===== config.mk =====
export PLATFORM = sky130hd
export DESIGN_NAME = day_number_to_ymd
export DESIGN_NICKNAME = d
export VERILOG_FILES = /design/src/hw/rtl/dnymd_pkg.sv /design/src/hw/rtl/dnymd_convert.sv /design/src/hw/rtl/day_number_to_ymd.sv
export SDC_FILE = /design/constraint.sdc
export NUM_CORES = 1
export LEC_CHECK = 0
export BUFFER_PORTS_ARGS = -buffer_cell sky130_fd_sc_hd__buf_2
export CAP_MARGIN = 40
export CELL_PAD_IN_SITES_DETAIL_PLACEMENT = 1
export CELL_PAD_IN_SITES_GLOBAL_PLACEMENT = 1
export CORE_MARGIN = 1.5
export CORE_UTILIZATION = 52
export CTS_CLUSTER_DIAMETER = 40
export DETAILED_ROUTE_END_ITERATION = 8
export HOLD_SLACK_MARGIN = 0.15
export PLACE_DENSITY_LB_ADDON = 0.1
export SLEW_MARGIN = 40
export SYNTH_ARGS = -nofsm -noshare
export SYNTH_HDL_FRONTEND = slang
export SYNTH_SLANG_ARGS = --single-unit

===== constraint.sdc =====
create_clock -name clk -period 31.8 [get_ports clk]
set_input_delay 7.95 -clock clk [delete_from_list [all_inputs] [get_ports clk]]
set_output_delay 7.95 -clock clk [all_outputs]
set_load 0.1 [all_outputs]

===== src/hw/rtl/dnymd_pkg.sv =====
`default_nettype none

package dnymd_pkg;

    // width of the day count taken from the input
    localparam int unsigned DAY_BITS = 22;

    // calendar block lengths in days
    localparam int unsigned BASE_YEAR     = 1601;
    localparam int unsigned YEAR_DAYS     = 365;
    localparam int unsigned QUAD_DAYS     = YEAR_DAYS * 4 + 1;
    localparam int unsigned CENT_DAYS     = YEAR_DAYS * 100 + 24;
    localparam int unsigned QUADCENT_DAYS = CENT_DAYS * 4 + 1;

    // most 400-year blocks a count can hold, and 4-year blocks in a century
    localparam int unsigned QC_MAX  = ((1 << DAY_BITS) - 1) / QUADCENT_DAYS;
    localparam int unsigned QC_BITS = $clog2(QC_MAX + 2);
    localparam int unsigned QUAD_MAX  = CENT_DAYS / QUAD_DAYS;
    localparam int unsigned QUAD_BITS = $clog2(QUAD_MAX + 1);

    // remainder widths after each split
    localparam int unsigned REM_QC_BITS   = $clog2(QUADCENT_DAYS);
    localparam int unsigned REM_CENT_BITS = $clog2(CENT_DAYS + 1);
    localparam int unsigned REM_QUAD_BITS = $clog2(QUAD_DAYS);
    localparam int unsigned DOY_BITS      = $clog2(YEAR_DAYS + 1);

    // internal year width and the width of the year port
    localparam int unsigned YEAR_CALC_BITS = $clog2(BASE_YEAR + 400 * (QC_MAX + 1));
    localparam int unsigned YEAR_BITS      = 14;
    localparam int unsigned MONTH_BITS     = 4;
    localparam int unsigned DOM_BITS       = 5;

    // months in a year
    localparam int unsigned MONTHS = 12;

    typedef struct packed {
        logic [YEAR_CALC_BITS-1:0] year;
        logic [MONTH_BITS-1:0]     month;
        logic [DOM_BITS-1:0]       day_of_month;
    } date_t;

    // zero based day of year on which month idx (0 = January) starts
    function automatic logic [DOY_BITS-1:0] month_start(
        input logic [MONTH_BITS-1:0] idx,
        input logic                  leap
    );
        logic [DOY_BITS-1:0] start;
        logic [DOY_BITS-1:0] extra;
        extra = leap ? DOY_BITS'(1) : DOY_BITS'(0);
        unique case (idx)
            4'd0:    start = DOY_BITS'(0);
            4'd1:    start = DOY_BITS'(31);
            4'd2:    start = DOY_BITS'(59) + extra;
            4'd3:    start = DOY_BITS'(90) + extra;
            4'd4:    start = DOY_BITS'(120) + extra;
            4'd5:    start = DOY_BITS'(151) + extra;
            4'd6:    start = DOY_BITS'(181) + extra;
            4'd7:    start = DOY_BITS'(212) + extra;
            4'd8:    start = DOY_BITS'(243) + extra;
            4'd9:    start = DOY_BITS'(273) + extra;
            4'd10:   start = DOY_BITS'(304) + extra;
            4'd11:   start = DOY_BITS'(334) + extra;
            default: start = DOY_BITS'(0);
        endcase
        return start;
    endfunction

endpackage

`default_nettype wire


===== src/hw/rtl/dnymd_convert.sv =====
`default_nettype none

module dnymd_convert (
    input  wire logic [dnymd_pkg::DAY_BITS-1:0] day,
    output dnymd_pkg::date_t                    date
);
    import dnymd_pkg::*;

    logic [QC_BITS-1:0]       qc;
    logic [REM_QC_BITS-1:0]   rem_qc;
    logic [1:0]               cent;
    logic [REM_CENT_BITS-1:0] rem_cent;
    logic [QUAD_BITS-1:0]     quad;
    logic [REM_QUAD_BITS-1:0] rem_quad;
    logic [1:0]               yr;
    logic [DOY_BITS-1:0]      doy;
    logic                     leap;
    logic [MONTH_BITS-1:0]    mon_idx;
    logic [DOY_BITS-1:0]      mon_first;

    // 400-year blocks: compare against every multiple, keep the highest hit
    always_comb
    begin
        logic [31:0] d_wide;
        logic [31:0] off;
        d_wide = 32'(day);
        off    = 32'd0;
        qc     = '0;
        for (int unsigned i = 1; i <= QC_MAX; i++)
        begin
            if (d_wide >= i * QUADCENT_DAYS)
            begin
                qc  = QC_BITS'(i);
                off = i * QUADCENT_DAYS;
            end
        end
        rem_qc = REM_QC_BITS'(d_wide - off);
    end

    // 100-year blocks, capped at three
    always_comb
    begin
        logic [31:0] r_wide;
        r_wide = 32'(rem_qc);
        priority if (r_wide >= 3 * CENT_DAYS)
        begin
            cent     = 2'd3;
            rem_cent = REM_CENT_BITS'(r_wide - 3 * CENT_DAYS);
        end
        else if (r_wide >= 2 * CENT_DAYS)
        begin
            cent     = 2'd2;
            rem_cent = REM_CENT_BITS'(r_wide - 2 * CENT_DAYS);
        end
        else if (r_wide >= CENT_DAYS)
        begin
            cent     = 2'd1;
            rem_cent = REM_CENT_BITS'(r_wide - CENT_DAYS);
        end
        else
        begin
            cent     = 2'd0;
            rem_cent = REM_CENT_BITS'(r_wide);
        end
    end

    // 4-year blocks inside the century
    always_comb
    begin
        logic [31:0] r_wide;
        logic [31:0] off;
        r_wide = 32'(rem_cent);
        off    = 32'd0;
        quad   = '0;
        for (int unsigned i = 1; i <= QUAD_MAX; i++)
        begin
            if (r_wide >= i * QUAD_DAYS)
            begin
                quad = QUAD_BITS'(i);
                off  = i * QUAD_DAYS;
            end
        end
        rem_quad = REM_QUAD_BITS'(r_wide - off);
    end

    // single years, capped at three so 31 december of a leap year stays put
    always_comb
    begin
        logic [31:0] r_wide;
        r_wide = 32'(rem_quad);
        priority if (r_wide >= 3 * YEAR_DAYS)
        begin
            yr  = 2'd3;
            doy = DOY_BITS'(r_wide - 3 * YEAR_DAYS);
        end
        else if (r_wide >= 2 * YEAR_DAYS)
        begin
            yr  = 2'd2;
            doy = DOY_BITS'(r_wide - 2 * YEAR_DAYS);
        end
        else if (r_wide >= YEAR_DAYS)
        begin
            yr  = 2'd1;
            doy = DOY_BITS'(r_wide - YEAR_DAYS);
        end
        else
        begin
            yr  = 2'd0;
            doy = DOY_BITS'(r_wide);
        end
    end

    // leap from block position: last year of a quad, except the century's
    // last quad unless it is the last century of the 400-year block
    assign leap = (yr == 2'd3) && ((quad != QUAD_BITS'(QUAD_MAX)) || (cent == 2'd3));

    // month search over the month start table
    always_comb
    begin
        mon_idx = '0;
        for (int unsigned i = 1; i < MONTHS; i++)
        begin
            if (doy >= month_start(MONTH_BITS'(i), leap))
            begin
                mon_idx = MONTH_BITS'(i);
            end
        end
        mon_first = month_start(mon_idx, leap);
    end

    // assemble the date
    assign date.year = YEAR_CALC_BITS'(BASE_YEAR)
                     + YEAR_CALC_BITS'(qc) * YEAR_CALC_BITS'(400)
                     + YEAR_CALC_BITS'(cent) * YEAR_CALC_BITS'(100)
                     + YEAR_CALC_BITS'(quad) * YEAR_CALC_BITS'(4)
                     + YEAR_CALC_BITS'(yr);
    assign date.month        = mon_idx + MONTH_BITS'(1);
    assign date.day_of_month = DOM_BITS'(doy - mon_first + DOY_BITS'(1));

endmodule

`default_nettype wire


===== src/hw/rtl/day_number_to_ymd.sv =====
// day count (0 = 1 january 1601) to gregorian year, month and day of month
// day_reg captures the accepted count, then the result registers and done_reg capture the date
// throughput: one transfer per cycle; busy stays low, a new count may start
// every cycle over the single register-to-register conversion path
// done pulses for one cycle per result; the receiver cannot stall it
// reset: rst_n asynchronous active low clears the valid flags, no result pending
`default_nettype none

module day_number_to_ymd (
    input  wire logic                             clk,
    input  wire logic                             rst_n,
    input  wire logic                             start,
    output logic                                  busy,
    input  wire logic [dnymd_pkg::DAY_BITS-1:0]   day_number,
    output logic                                  done,
    output logic [dnymd_pkg::YEAR_BITS-1:0]       year,
    output logic [dnymd_pkg::MONTH_BITS-1:0]      month,
    output logic [dnymd_pkg::DOM_BITS-1:0]        day_of_month
);
    import dnymd_pkg::*;

    logic                  accept;
    logic                  in_valid_reg;
    logic                  in_valid_next;
    logic [DAY_BITS-1:0]   day_reg;
    logic                  done_reg;
    logic                  done_next;
    logic [YEAR_BITS-1:0]  year_reg;
    logic [MONTH_BITS-1:0] month_reg;
    logic [DOM_BITS-1:0]   dom_reg;
    date_t                 date;

    // never stalls the sender
    assign busy   = 1'b0;
    assign accept = start && !busy;

    assign in_valid_next = accept;
    assign done_next     = in_valid_reg;

    // valid flags
    always_ff @(posedge clk or negedge rst_n)
    begin
        if (!rst_n)
        begin
            in_valid_reg <= 1'b0;
            done_reg     <= 1'b0;
        end
        else
        begin
            in_valid_reg <= in_valid_next;
            done_reg     <= done_next;
        end
    end

    // input capture
    always_ff @(posedge clk)
    begin
        if (accept)
        begin
            day_reg <= day_number;
        end
    end

    dnymd_convert u_convert (
        .day  (day_reg),
        .date (date)
    );

    // result capture
    always_ff @(posedge clk)
    begin
        if (in_valid_reg)
        begin
            year_reg  <= date.year[YEAR_BITS-1:0];
            month_reg <= date.month;
            dom_reg   <= date.day_of_month;
        end
    end

    assign done         = done_reg;
    assign year         = year_reg;
    assign month        = month_reg;
    assign day_of_month = dom_reg;

    // every accepted count gives a result once it has passed the input and result registers
    a_start_done: assert property (@(posedge clk) disable iff (!rst_n)
        accept |-> ##2 done)
        else $error("accepted transfer produced no result");

    // no result without an accepted count
    a_done_cause: assert property (@(posedge clk) disable iff (!rst_n)
        done |-> $past(accept, 2))
        else $error("result without accepted transfer");

    // month within range
    a_month_range: assert property (@(posedge clk) disable iff (!rst_n)
        done |-> (month >= 4'd1) && (month <= 4'd12))
        else $error("month out of range");

    // day within the month length
    a_dom_range: assert property (@(posedge clk) disable iff (!rst_n)
        done |-> (day_of_month >= 5'd1)
              && ((month != 4'd2) || (day_of_month <= 5'd29))
              && (((month != 4'd4) && (month != 4'd6) && (month != 4'd9)
                   && (month != 4'd11)) || (day_of_month <= 5'd30)))
        else $error("day of month out of range");

endmodule

`default_nettype wire

==> impl_metrics.toml <==
[setup_path]
slowest_delay_ps = 750
path_common_cell = "a21oi_1"
path_buf_inv = 4
required_ps = 31860
critPathLaunchType = "flip-flop"
arrival_ps = 19450
path_class = "reg2reg"
crit_fanout = 20
crit_path_top_delay_cell = "a2111oi_1"
path_delay_family = "compound AO/OA/AOI/OAI gates"
end_kind = "flip-flop"

[sta]
setup_viol_count_final = 0
fin_crit_ps = 19390
fmaxAchievable_ghz = 0.0516
final-hold-violation-count = 0
slew_headroom = 0.398
slew_violations = 0
rsz0062_at_grt = "false"
worst_pin_slew_ps = 904
min_period_over_period = 0.610
finalSetupTns_ps = 0
finClkSkew_ps = 7.55

[clock_tree]
cts_tree = "yes"
ctsResizeCount = 0
max-clock-path-buffers = 2
postCtsHoldBufs = 0
clkTransAtPathRegs_ps = 70
cts_buffers = 5
insertion_delay_ps = 310
numClockSinks = 47
htree_levels = 2
post_cts_buffers = 0
root_buffer = "clkbuf_16"

[final_layout]
syn2layout_area_growth_pct = 4.57
layout_common_cells = "a21oi_1 (154), nor2_1 (130), nand2_1 (123)"
layout.cells.non_filler = 1799
largest_register_ffs = 22
layout_commonest_cell = "a21oi_1"
multi_input_area_um2 = 9220
fill_cells = 2718
num-nets-final = 1653
drive_above_1_share = 0.0972
seq_area_um2 = 1400

[grt]
grt_pass1_vias = 12900
gr-total-overflow = 0
gr-max-usage-layer = "met2"
antenna_found_initial = 1
use_met1 = 0.495
grt_max_degree = 27
grt_pass1_wl_um = 69400
grt_use_met3 = 0.0628
track_usage = 0.388
use_met2 = 0.648

[synth]
synthTopCellsByArea = "edfxtp_1 (12%), ha_1 (11%), a21oi_1 (6.9%)"
synth-seq-cells = 47
syn_nets = 1663
synth_edf_count = 45
synth_top_area_frac = 0.120
syn_area_um2 = 11200
postSynthCellCount = 1532
yosysUniqueCellTypes = 114
avgSynthCellArea_um2 = 7.34
seq_area_frac_synth = 0.125
yosys.area.top_type = "edfxtp_1"
yosys_warnings = 0
ys.flop_type = "edfxtp_1"
async_flop_share = 0.0426

[route]
ant_nets = 0
vias = 13000
drc = 0
wl_per_cell_um = 24.6
routed_wl_um = 44300
first_pass_iters = 6
via_per_inst = 7.21
drt-initial-drc-count = 1535

[min_path]
hp-class = "reg2reg"

[run]
cap_violations = 0

[placement]
gp_congestion = 1.06
io_buffers = 48
dp.cells = 1786
hpwlAfterDp_um = 34900

[floorplanning]
start_util = 0.533
fp.coreArea_um2 = 21100
die_w_um = 150
rows = 53
die_area_um2 = 22500
chipHeight_um = 150
design.portCount = 50

[run_status]
run_status = "finished, final reports clean"
==> synth_stat cells, types with 10 or more instances <==
cell type and n:
o31ai_1 12, nand2b_1 18, nand2_1 123, or4_1 11, o21ai_0 112, o21bai_1 17, a21oi_1 155, a211o_1 12
or3_1 19, a31oi_1 28, nor2b_1 23, buf_2 34, o21a_1 29, xnor2_2 10, and3_1 14, edfxtp_1 45
nor2_1 131, o211ai_1 31, nor4_1 21, a21o_1 37, a211oi_1 29, xnor2_1 35, o22ai_1 10, and2_1 27
nand4_1 16, inv_1 67, nor3_1 33, nand3_1 35, clkbuf_1 32, ha_1 100, o21ai_1 13
==> worst reg2reg max path, delay by kind of cell (launching register included) <==
kind | cells | cell delay [ps]
xor+xnor | 7 | 1580
flops | 1 | 730
mux | 1 | 330
fa+ha+maj | 9 | 2920
buf+inv | 4 | 440
simple gates | 24 | 5990
compound gates | 33 | 7140
==> area by class of cell <==
cell class                      count  area share
Multi-Input combinational cell   1332       0.784
Sequential cell                    47       0.119
Timing Repair Buffer               61      0.0303
Tap cell                          275      0.0293
Inverter                           75      0.0242
Clock buffer                        5      0.0106
Clock inverter                      3     0.00192
Antenna cell                        1    0.000213
==> path summary, 6_finish.rpt <==
kind	from	end	slack (ps)	cells after the start
max reg2reg	day_reg[7]	day_of_month[4]	12410	78
min reg2reg	done_next	done	750	0
max	day_reg[7]	day_of_month[4]	12410	78
min in group asynchronous	rst_n	done_next	7420	1
min	done_next	done	750	0
max in group asynchronous	rst_n	done_next	24280	1
==> stage by stage <==
stage	util	cell area (um^2)	hold WS, ps	setup WS, ps
floorplan	-	11200	794	16480
global placement	0.545	11500	948	13280
detailed placement	0.548	11500	743	12890
CTS	0.555	11700	754	12820
global route	0.558	11800	777	11020
finish	0.558	11800	746	12410
==> cells by family after synthesis <==
| logic type | count (synthesis) | synth area share |
|---|---|---|
| xor gates and xnor gates | 57 | 0.0551 |
| and+or+nand+nor | 526 | 0.242 |
| DFF | 47 | 0.125 |
| AOI/OAI and AO/OA | 630 | 0.384 |
| other | 1 | 0.000333 |
| muxes | 12 | 0.0127 |
| buffers and inverters | 153 | 0.0594 |
| adders and majority gates | 106 | 0.122 |
==> metal layers <==
layer  routed length (um)  vias up  part of all wire
li1                     -     5860                 -
met2                20800      666              0.47
met4                 1790        0             0.040
met3                 3460      163             0.078
met1                18200     6284              0.41
met5                    0        -                 0
Power is not shown: default switching activity piles up to over one toggle a cycle in this logic, so the estimate is an artifact.
